==> src/hdl/rgbenc_pkg.sv <==
// shared constants and types for the rgb led chain bit encoder
`timescale 1ns / 1ps
package rgbenc_pkg;

  localparam int LED_COUNT        = 64;
  localparam int RESET_SLOT_COUNT = 50;
  localparam int LED_W            = (LED_COUNT > 1) ? $clog2(LED_COUNT) : 1;
  localparam int RST_W            = 8;
  localparam int BIT_W            = 5;
  localparam int COLOR_W          = 24;

  localparam logic [8:0]         LED_COUNT_V = 9'(LED_COUNT);
  localparam logic [LED_W-1:0]   LED_LAST    = LED_W'(LED_COUNT - 1);
  localparam logic [RST_W-1:0]   RST_LAST    = RST_W'(RESET_SLOT_COUNT - 1);
  localparam logic [BIT_W-1:0]   BIT_TOP     = 5'd23;
  localparam logic [5:0]         DUTY_ONE    = 6'd60;
  localparam logic [5:0]         DUTY_ZERO   = 6'd30;
  localparam logic [6:0]         FULL_SCALE  = 7'd100;
  // x / 100 == (x * 5243) >> 19 for every x below 25501
  localparam logic [12:0]        RECIP       = 13'd5243;
  localparam int                 RECIP_SHIFT = 19;

  typedef enum logic [1:0] {
    OP_SET_ONE = 2'd0,
    OP_SET_ALL = 2'd1,
    OP_SHOW    = 2'd2,
    OP_TICK    = 2'd3
  } op_t;

  typedef enum logic [2:0] {
    S_IDLE,
    S_SRD,
    S_SLAT,
    S_MUL,
    S_DIV,
    S_WR,
    S_TICK
  } state_t;

endpackage

==> src/hdl/rgbenc_in_if.sv <==
// input channel: op and color payload with valid/ready
`timescale 1ns / 1ps
interface rgbenc_in_if;
  logic       valid;
  logic       ready;
  logic [1:0] op;
  logic [7:0] led_index;
  logic [7:0] red;
  logic [7:0] green;
  logic [7:0] blue;

  modport source (output valid, op, led_index, red, green, blue, input ready);
  modport sink   (input valid, op, led_index, red, green, blue, output ready);
endinterface

==> src/hdl/rgbenc_out_if.sv <==
// result channel: duty slot and status with valid/ready
`timescale 1ns / 1ps
interface rgbenc_out_if;
  logic       valid;
  logic       ready;
  logic [5:0] duty;
  logic       busy_res;
  logic       accepted;
  logic       frame_done;

  modport source (output valid, duty, busy_res, accepted, frame_done, input ready);
  modport sink   (input valid, duty, busy_res, accepted, frame_done, output ready);
endinterface

==> src/hdl/rgbenc_ram.sv <==
// generic single write port ram with registered read
`timescale 1ns / 1ps
module rgbenc_ram #(
  parameter int WIDTH = 24,
  parameter int DEPTH = 64,
  localparam int AW   = (DEPTH > 1) ? $clog2(DEPTH) : 1
) (
  input  logic             clk,
  input  logic             we,
  input  logic [AW-1:0]    waddr,
  input  logic [WIDTH-1:0] wdata,
  input  logic [AW-1:0]    raddr,
  output logic [WIDTH-1:0] rdata
);

  logic [WIDTH-1:0] mem [DEPTH];
  logic [WIDTH-1:0] rdata_r;

  always_ff @(posedge clk) begin
    if (we) begin
      mem[waddr] <= wdata;
    end
    rdata_r <= mem[raddr];
  end

  assign rdata = rdata_r;

endmodule

==> src/hdl/rgb_led_chain_bit_encoder.sv <==
// rgb led chain bit encoder top level: color store, frame snapshot and slot sequencer
`timescale 1ns / 1ps
// Each input item gives exactly one result. Set one, set all, a refused show, a tick while
// idle and a tick in the trailing reset slots give their result in the cycle after the
// transfer. A tick that sends a data bit first passes through S_TICK, which waits for the
// registered read of the snapshot memory. An accepted show takes the leds in turn:
// per led S_SRD and S_SLAT read the color store, one shared 8x7 multiplier (S_MUL) and one
// reciprocal multiply (S_DIV) scale the three colors in turn, and S_WR writes the scaled
// word into the snapshot. The block takes a new item only once the previous result has been
// transferred. The color store reads as all zeros after reset with no clearing pass;
// brightness writes above 100 are held at 100.
module rgb_led_chain_bit_encoder (
  input  logic            clk,
  input  logic            rst_n,
  rgbenc_in_if.sink       in_ch,
  rgbenc_out_if.source    out_ch,
  input  logic            cfg_we,
  input  logic [6:0]      cfg_wdata
);

  rgbenc_pkg::state_t state_r, state_nxt;
  rgbenc_pkg::op_t    op;

  logic [6:0]                          bright_r, bright_nxt;
  logic [rgbenc_pkg::COLOR_W-1:0]      global_r, global_nxt;
  logic [rgbenc_pkg::LED_COUNT-1:0]    valid_r, valid_nxt;
  logic                                sending_r, sending_nxt;
  logic                                in_reset_r, in_reset_nxt;
  logic [rgbenc_pkg::LED_W-1:0]        led_r, led_nxt;
  logic [rgbenc_pkg::BIT_W-1:0]        bit_r, bit_nxt;
  logic [rgbenc_pkg::RST_W-1:0]        rst_cnt_r, rst_cnt_nxt;
  logic [rgbenc_pkg::LED_W-1:0]        sw_led_r, sw_led_nxt;
  logic [1:0]                          byte_idx_r, byte_idx_nxt;
  logic [rgbenc_pkg::COLOR_W-1:0]      word_r, word_nxt;
  logic [14:0]                         prod_r, prod_nxt;
  logic [rgbenc_pkg::COLOR_W-1:0]      scaled_r, scaled_nxt;

  logic       out_valid_r, out_valid_nxt;
  logic [5:0] duty_r, duty_nxt;
  logic       busy_r, busy_nxt;
  logic       acc_r, acc_nxt;
  logic       done_r, done_nxt;

  logic                           in_xfer;
  logic                           idx_ok;
  logic [rgbenc_pkg::COLOR_W-1:0] in_word;
  logic [rgbenc_pkg::LED_W-1:0]   wr_led;
  logic                           store_we;
  logic [rgbenc_pkg::COLOR_W-1:0] store_rdata;
  logic                           snap_we;
  logic [rgbenc_pkg::COLOR_W-1:0] snap_rdata;
  logic [7:0]                     cur_byte;
  logic [27:0]                    div_prod;
  logic [7:0]                     quot;

  assign op       = rgbenc_pkg::op_t'(in_ch.op);
  assign in_ch.ready = (state_r == rgbenc_pkg::S_IDLE) && !out_valid_r;
  assign in_xfer  = in_ch.valid && in_ch.ready;
  assign idx_ok   = {1'b0, in_ch.led_index} < rgbenc_pkg::LED_COUNT_V;
  assign in_word  = {in_ch.green, in_ch.red, in_ch.blue};
  assign wr_led   = in_ch.led_index[rgbenc_pkg::LED_W-1:0];
  assign store_we = in_xfer && (op == rgbenc_pkg::OP_SET_ONE) && idx_ok;
  assign snap_we  = (state_r == rgbenc_pkg::S_WR);

  // green, red, blue in turn
  always_comb begin
    case (byte_idx_r)
      2'd0:    cur_byte = word_r[23:16];
      2'd1:    cur_byte = word_r[15:8];
      default: cur_byte = word_r[7:0];
    endcase
  end

  assign div_prod = {13'b0, prod_r} * {15'b0, rgbenc_pkg::RECIP};
  assign quot     = div_prod[rgbenc_pkg::RECIP_SHIFT +: 8];

  rgbenc_ram #(.WIDTH(rgbenc_pkg::COLOR_W), .DEPTH(rgbenc_pkg::LED_COUNT)) u_store (
    .clk   (clk),
    .we    (store_we),
    .waddr (wr_led),
    .wdata (in_word),
    .raddr (sw_led_r),
    .rdata (store_rdata)
  );

  rgbenc_ram #(.WIDTH(rgbenc_pkg::COLOR_W), .DEPTH(rgbenc_pkg::LED_COUNT)) u_snap (
    .clk   (clk),
    .we    (snap_we),
    .waddr (sw_led_r),
    .wdata (scaled_r),
    .raddr (led_r),
    .rdata (snap_rdata)
  );

  always_comb begin
    state_nxt     = state_r;
    bright_nxt    = bright_r;
    global_nxt    = global_r;
    valid_nxt     = valid_r;
    sending_nxt   = sending_r;
    in_reset_nxt  = in_reset_r;
    led_nxt       = led_r;
    bit_nxt       = bit_r;
    rst_cnt_nxt   = rst_cnt_r;
    sw_led_nxt    = sw_led_r;
    byte_idx_nxt  = byte_idx_r;
    word_nxt      = word_r;
    prod_nxt      = prod_r;
    scaled_nxt    = scaled_r;
    out_valid_nxt = out_valid_r && !out_ch.ready;
    duty_nxt      = duty_r;
    busy_nxt      = busy_r;
    acc_nxt       = acc_r;
    done_nxt      = done_r;

    if (cfg_we) begin
      bright_nxt = (cfg_wdata > rgbenc_pkg::FULL_SCALE) ? rgbenc_pkg::FULL_SCALE : cfg_wdata;
    end

    case (state_r)
      rgbenc_pkg::S_IDLE: begin
        if (in_xfer) begin
          // default result, overridden where the op takes more cycles
          out_valid_nxt = 1'b1;
          duty_nxt      = 6'd0;
          busy_nxt      = sending_r;
          acc_nxt       = 1'b1;
          done_nxt      = 1'b0;
          case (op)
            rgbenc_pkg::OP_SET_ONE: begin
              if (idx_ok) begin
                valid_nxt[wr_led] = 1'b1;
              end else begin
                acc_nxt = 1'b0;
              end
            end
            rgbenc_pkg::OP_SET_ALL: begin
              // entries without a valid bit read as the broadcast color
              global_nxt = in_word;
              valid_nxt  = '0;
            end
            rgbenc_pkg::OP_SHOW: begin
              if (sending_r) begin
                acc_nxt = 1'b0;
              end else begin
                out_valid_nxt = 1'b0;
                sw_led_nxt    = '0;
                state_nxt     = rgbenc_pkg::S_SRD;
              end
            end
            default: begin
              if (sending_r) begin
                if (!in_reset_r) begin
                  out_valid_nxt = 1'b0;
                  state_nxt     = rgbenc_pkg::S_TICK;
                end else if (rst_cnt_r == rgbenc_pkg::RST_LAST) begin
                  done_nxt     = 1'b1;
                  busy_nxt     = 1'b0;
                  sending_nxt  = 1'b0;
                  in_reset_nxt = 1'b0;
                  rst_cnt_nxt  = '0;
                end else begin
                  rst_cnt_nxt = rst_cnt_r + 1'b1;
                end
              end
            end
          endcase
        end
      end
      rgbenc_pkg::S_SRD: begin
        state_nxt = rgbenc_pkg::S_SLAT;
      end
      rgbenc_pkg::S_SLAT: begin
        word_nxt     = valid_r[sw_led_r] ? store_rdata : global_r;
        byte_idx_nxt = 2'd0;
        state_nxt    = rgbenc_pkg::S_MUL;
      end
      rgbenc_pkg::S_MUL: begin
        prod_nxt  = {7'b0, cur_byte} * {8'b0, bright_r};
        state_nxt = rgbenc_pkg::S_DIV;
      end
      rgbenc_pkg::S_DIV: begin
        scaled_nxt = {scaled_r[15:0], quot};
        if (byte_idx_r == 2'd2) begin
          state_nxt = rgbenc_pkg::S_WR;
        end else begin
          byte_idx_nxt = byte_idx_r + 1'b1;
          state_nxt    = rgbenc_pkg::S_MUL;
        end
      end
      rgbenc_pkg::S_WR: begin
        if (sw_led_r == rgbenc_pkg::LED_LAST) begin
          sending_nxt   = 1'b1;
          in_reset_nxt  = 1'b0;
          led_nxt       = '0;
          bit_nxt       = rgbenc_pkg::BIT_TOP;
          rst_cnt_nxt   = '0;
          out_valid_nxt = 1'b1;
          duty_nxt      = 6'd0;
          busy_nxt      = 1'b1;
          acc_nxt       = 1'b1;
          done_nxt      = 1'b0;
          state_nxt     = rgbenc_pkg::S_IDLE;
        end else begin
          sw_led_nxt = sw_led_r + 1'b1;
          state_nxt  = rgbenc_pkg::S_SRD;
        end
      end
      rgbenc_pkg::S_TICK: begin
        out_valid_nxt = 1'b1;
        duty_nxt      = snap_rdata[bit_r] ? rgbenc_pkg::DUTY_ONE : rgbenc_pkg::DUTY_ZERO;
        busy_nxt      = 1'b1;
        acc_nxt       = 1'b1;
        done_nxt      = 1'b0;
        if (bit_r == '0) begin
          bit_nxt = rgbenc_pkg::BIT_TOP;
          if (led_r == rgbenc_pkg::LED_LAST) begin
            in_reset_nxt = 1'b1;
            led_nxt      = '0;
          end else begin
            led_nxt = led_r + 1'b1;
          end
        end else begin
          bit_nxt = bit_r - 1'b1;
        end
        state_nxt = rgbenc_pkg::S_IDLE;
      end
      default: begin
        state_nxt = rgbenc_pkg::S_IDLE;
      end
    endcase
  end

  always_ff @(posedge clk) begin
    if (!rst_n) begin
      state_r     <= rgbenc_pkg::S_IDLE;
      bright_r    <= rgbenc_pkg::FULL_SCALE;
      global_r    <= '0;
      valid_r     <= '0;
      sending_r   <= 1'b0;
      in_reset_r  <= 1'b0;
      led_r       <= '0;
      bit_r       <= rgbenc_pkg::BIT_TOP;
      rst_cnt_r   <= '0;
      out_valid_r <= 1'b0;
    end else begin
      state_r     <= state_nxt;
      bright_r    <= bright_nxt;
      global_r    <= global_nxt;
      valid_r     <= valid_nxt;
      sending_r   <= sending_nxt;
      in_reset_r  <= in_reset_nxt;
      led_r       <= led_nxt;
      bit_r       <= bit_nxt;
      rst_cnt_r   <= rst_cnt_nxt;
      out_valid_r <= out_valid_nxt;
    end
  end

  always_ff @(posedge clk) begin
    sw_led_r   <= sw_led_nxt;
    byte_idx_r <= byte_idx_nxt;
    word_r     <= word_nxt;
    prod_r     <= prod_nxt;
    scaled_r   <= scaled_nxt;
    duty_r     <= duty_nxt;
    busy_r     <= busy_nxt;
    acc_r      <= acc_nxt;
    done_r     <= done_nxt;
  end

  assign out_ch.valid      = out_valid_r;
  assign out_ch.duty       = duty_r;
  assign out_ch.busy_res   = busy_r;
  assign out_ch.accepted   = acc_r;
  assign out_ch.frame_done = done_r;

endmodule

==> src/flat_wrapper.sv <==
// flat-port wrapper written by rule: the top's interface ports become plain ports
module rgb_led_chain_bit_encoder_flat 
  (clk, rst_n, cfg_we, cfg_wdata, in_ch_valid, in_ch_op, in_ch_led_index, in_ch_red, in_ch_green, in_ch_blue, in_ch_ready, out_ch_valid, out_ch_duty, out_ch_busy_res, out_ch_accepted, out_ch_frame_done, out_ch_ready);
  rgbenc_in_if in_ch_i ();
  rgbenc_out_if out_ch_i ();
  input  logic clk;
  input  logic rst_n;
  input  logic cfg_we;
  input  logic [6:0] cfg_wdata;
  input wire logic [$bits(in_ch_i.valid)-1:0] in_ch_valid;
  input wire logic [$bits(in_ch_i.op)-1:0] in_ch_op;
  input wire logic [$bits(in_ch_i.led_index)-1:0] in_ch_led_index;
  input wire logic [$bits(in_ch_i.red)-1:0] in_ch_red;
  input wire logic [$bits(in_ch_i.green)-1:0] in_ch_green;
  input wire logic [$bits(in_ch_i.blue)-1:0] in_ch_blue;
  output wire logic [$bits(in_ch_i.ready)-1:0] in_ch_ready;
  output wire logic [$bits(out_ch_i.valid)-1:0] out_ch_valid;
  output wire logic [$bits(out_ch_i.duty)-1:0] out_ch_duty;
  output wire logic [$bits(out_ch_i.busy_res)-1:0] out_ch_busy_res;
  output wire logic [$bits(out_ch_i.accepted)-1:0] out_ch_accepted;
  output wire logic [$bits(out_ch_i.frame_done)-1:0] out_ch_frame_done;
  input wire logic [$bits(out_ch_i.ready)-1:0] out_ch_ready;
  assign in_ch_i.valid = in_ch_valid;
  assign in_ch_i.op = in_ch_op;
  assign in_ch_i.led_index = in_ch_led_index;
  assign in_ch_i.red = in_ch_red;
  assign in_ch_i.green = in_ch_green;
  assign in_ch_i.blue = in_ch_blue;
  assign in_ch_ready = in_ch_i.ready;
  assign out_ch_valid = out_ch_i.valid;
  assign out_ch_duty = out_ch_i.duty;
  assign out_ch_busy_res = out_ch_i.busy_res;
  assign out_ch_accepted = out_ch_i.accepted;
  assign out_ch_frame_done = out_ch_i.frame_done;
  assign out_ch_i.ready = out_ch_ready;
  rgb_led_chain_bit_encoder u_core (.clk(clk), .rst_n(rst_n), .in_ch(in_ch_i), .out_ch(out_ch_i), .cfg_we(cfg_we), .cfg_wdata(cfg_wdata));
endmodule
==> config.mk <==
export PLATFORM = sky130hd
export DESIGN_NAME = rgb_led_chain_bit_encoder_flat
export DESIGN_NICKNAME = d
export VERILOG_FILES = /design/src/hdl/rgbenc_pkg.sv /design/src/hdl/rgbenc_in_if.sv /design/src/hdl/rgbenc_out_if.sv /design/src/hdl/rgbenc_ram.sv /design/src/hdl/rgb_led_chain_bit_encoder.sv /design/src/flat_wrapper.sv
export SDC_FILE = /design/constraint.sdc
export NUM_CORES = 2
export LEC_CHECK = 0
export BUFFER_PORTS_ARGS = -buffer_cell sky130_fd_sc_hd__clkbuf_2
export CAP_MARGIN = 20
export CORE_MARGIN = 10
export CORE_UTILIZATION = 50
export CTS_CLUSTER_DIAMETER = 200
export DETAILED_ROUTE_END_ITERATION = 16
export PLACE_DENSITY = 0.65
export SLEW_MARGIN = 25
export SYNTH_ARGS = -nofsm -noshare
export SYNTH_HDL_FRONTEND = slang
export SYNTH_SLANG_ARGS = --single-unit
==> constraint.sdc <==
create_clock -name clk -period 9.2 [get_ports clk]
set_input_delay 1.84 -clock clk [delete_from_list [all_inputs] [get_ports clk]]
set_output_delay 1.84 -clock clk [all_outputs]
set_load 0.005 [all_outputs]
==> impl_metrics.toml <==
[sta]
min_period_ns = 5.356
finalCritPeriodShare_pct = 58.22
fin_ws_ns = 3.844
worstMarginPinSlew_ns = 1.246
clock.fmax_mhz = 186.7
fin_tns_setup_ns = 0
grt_setup_unrepaired = "no"
maxSlewViolCount = 0
clock_skew_ns = 0.07214
max_slew_margin_pct = 16.93
setup_viol = 0
finalHoldViolCount = 0

[critical_path]
criticalPathCategory = "reg2reg"
cp_max_fo = 9
crit_start = "u_core.byte_idx_r[0]"
cp.required_ns = 9.88
crit_arrival_ns = 6.04
worst_path_largest_cell_delay_ns = 0.53
path_cells = "inv_1, ha_1, nor2_1, nand2_1, nand2_1, and2_1, fa_1, inv_1, fa_1, inv_1, fa_1, fa_1, ha_1, o21ai_0, o21ai_0, a21oi_1, o21ai_0, a21oi_1, xnor2_1"
cpLargestDelayFamily = "adder cells"
endpoint_kind = "flip-flop"
cp_num_buf_inv = 3
path_common_cell = "fa_1"
setup.worst_path.start_class = "flip-flop"
crit_path_top_delay_cell = "fa_1"
r2r_start = "u_core.byte_idx_r[0]"

[clock_tree]
cts_tree = "yes"
cts_sinks = 3317
clk_pin_slew_ns = 0.06
clockBufferDepth = 4
post-cts-setup-buffer-count = 0
cts_inserted_buffers = 347
clock_latency_ns = 0.98
cts-root-buf = "clkbuf_16"
h-tree-depth = 5
cts_resized = 0
hold_buffers = 0

[final_layout]
multi_input_area_sq_um = 31990
nFillCells = 19333
final_util_pct = 56.88
fin_cells = 10903
final_common_cell = "edfxtp_1"
drive_above_1_share_pct = 23.45
final_nets = 7402
layout_common_cells = "edfxtp_1 (3,149), mux4_2 (557), clkbuf_16 (354), nand2_1 (252), nor2_1 (222)"
register_area_sq_um = 97940
finalInstanceArea_sq_um = 149200
syn_to_final_growth_pct = 13.33

[floorplan]
fp-row-count = 188
die_y_um = 533.1
die_w_um = 533.1
boundaryPins = 57
core_sq_um = 262300
dieArea_sq_um = 284200
start_util_pct = 50.19

[logic_synthesis]
ys_seq_area_share_pct = 74.39
yosysUniqueCellTypes = 79
synth-main-ff-cell = "edfxtp_1"
syn_area_sq_um = 131600
syn_inst = 6843
async_flop_share_pct = 0
synth_edf_count = 3149
yosysWarnings = 0
syn_nets = 7129
ys_ff_latch = 3317
syn_area_per_cell_sq_um = 19.24

[global_route]
grt_overflow_total = 0
grt_pass1_wl_um = 507700
antenna_found_initial = 19
grt_max_degree = 126
grt_usage_pct = 24.42
grt_pass1_vias = 69399

[power]
p_seq_share_pct = 50.9
swShare_pct = 23.08
power_frac_comb_pct = 8.7
leakage_nw = 47.53
p_int_mw = 25.68
irDropWorstVdd_mv = 0.2273
p_clk_share_pct = 40.4
powerDensity_nw_per_um2 = 223.8
power.switching_mw = 7.704

[placed_design]
dp_hpwl_um = 201500
place_inst = 10263
portBuffers = 55
place_ws_ns = 3.633
place.gp.congestion = 0.9291
place_area_sq_um = 137800

[route]
final_antenna_net_count = 0
via_per_inst = 6.348
drtIter0Drc = 9106
drc = 0
wl_um = 355100
routedWlPerCell_um = 32.57
vias = 69212
first_pass_iters = 8

[worst_hold_path]
hold_class = "reg2reg"
min_from = "u_core.valid_r[13]"

[status]
run_status = "complete, no violations"

[run]
maxCapViolations = 0
==> layer usage <==
layer  share of wire (%)  vias up  track usage, %
li1                    -    28563               -
met2                  48     3731           39.18
met5              0.0076        -               0
met3                 9.0      766           4.543
met1                  38    36148           32.48
met4                 5.6        4           11.64
==> worst register-to-register path: stages (launching register included) <==
cell,delay [ns]
edfxtp_1,0.42
inv_1,0.11
ha_1,0.34
nor2_1,0.19
nand2_1,0.10
nand2_1,0.16
and2_1,0.24
fa_1,0.53
inv_1,0.06
fa_1,0.53
inv_1,0.05
fa_1,0.49
fa_1,0.41
ha_1,0.34
o21ai_0,0.12
o21ai_0,0.26
a21oi_1,0.14
o21ai_0,0.34
a21oi_1,0.14
xnor2_1,0.14
==> Yosys cell counts, types with 8 or more instances <==
library cell / count / share of area (%)
fa_1: 97 / 1.5
nand4_1: 18 / 0.086
o22a_1: 9 / 0.060
a221o_1: 43 / 0.33
mux2i_1: 113 / 0.86
nand3_1: 28 / 0.11
xnor2_1: 19 / 0.13
o22ai_1: 66 / 0.31
buf_2: 152 / 0.58
dfxtp_1: 168 / 2.6
buf_6: 9 / 0.077
buf_4: 28 / 0.16
mux2_4: 21 / 0.24
a21boi_0: 32 / 0.18
o21ai_0: 82 / 0.31
a222oi_1: 26 / 0.20
and3_1: 8 / 0.038
a221oi_1: 221 / 1.5
ha_1: 143 / 1.4
a21o_1: 8 / 0.046
nor2b_1: 15 / 0.071
mux4_1: 10 / 0.20
clkbuf_1: 173 / 0.49
xor2_1: 14 / 0.093
nor3_1: 21 / 0.080
and2_1: 55 / 0.26
or4_1: 9 / 0.051
a211oi_1: 9 / 0.051
buf_1: 37 / 0.11
inv_1: 169 / 0.48
mux2_2: 164 / 1.4
a21oi_1: 150 / 0.57
o2bb2ai_1: 25 / 0.17
nand2b_1: 11 / 0.052
a31oi_1: 22 / 0.10
a22oi_1: 187 / 1.1
nor2_1: 357 / 1.0
nand2_1: 255 / 0.73
edfxtp_1: 3149 / 72
mux4_2: 557 / 9.5
a22o_1: 44 / 0.29
o221ai_1: 21 / 0.14
==> metrics by stage <==
| stage | hold slack [ns] | total power, mW |
|---|---|---|
| 2_1_floorplan | 0.4284 | 19.07 |
| 3_3_place_gp | 0.4395 | 20.16 |
| 3_5_place_dp | 0.4459 | 20.20 |
| 4_1_cts | 0.4611 | 33.53 |
| 5_1_grt | 0.4840 | 34.41 |
| 6_report | 0.4608 | 33.38 |
==> power groups by stage <==
stage	Clock [mW]	Combinational, mW	Sequential [mW]
2_1_floorplan	0	1.66	17.4
3_3_place_gp	0	2.83	17.3
3_5_place_dp	0	2.88	17.3
4_1_cts	13.6	2.90	17.0
5_1_grt	14.2	3.20	17.0
6_report	13.5	2.91	17.0
==> final timing paths <==
check,endpoint,slack [ns],cells after the start
min,u_core.valid_r[13],0.46,2
max,u_core.prod_r[12],3.84,19
max reg2reg,u_core.prod_r[12],3.84,19
min reg2reg,u_core.valid_r[13],0.46,2
==> area by class of cell <==
| class | instances | area share (%) |
|---|---|---|
| Sequential cell | 3317 | 65.65 |
| Multi-Input combinational cell | 2955 | 21.44 |
| Clock buffer | 427 | 6.189 |
| Tap cell | 3515 | 2.948 |
| Timing Repair Buffer | 325 | 2.246 |
| Clock inverter | 188 | 1.081 |
| Inverter | 170 | 0.4303 |
| Antenna cell | 6 | 0.01006 |
==> cells by family after synthesis <==
group | share of synthesized area (%)
other cells | 0.002849
mux | 12.24
buf+inv | 1.929
flops | 74.39
compound gates | 5.615
simple gates | 2.765
xor+xnor | 0.2196
fa+ha+maj | 2.835
==> flip-flops by register name, indices dropped and copies added, names as in the netlist, 2 cells and up <==
signal / cells
u_core.u_snap.mem: 1536
u_core.sw_led_r: 6
u_core.u_store.mem: 1536
u_core.bit_r: 5
u_core.scaled_r: 24
u_core.prod_r: 15
u_core.u_snap.rdata: 24
u_core.led_r: 6
u_core.rst_cnt_r: 8
u_core.word_r: 24
u_core.out_ch.duty: 3
u_core.valid_r: 64
u_core.global_r: 24
u_core.state_r: 3
u_core.byte_idx_r: 2
u_core.u_store.rdata: 24
u_core.bright_r: 7
Note: power is estimated with default switching activity, not from simulation.
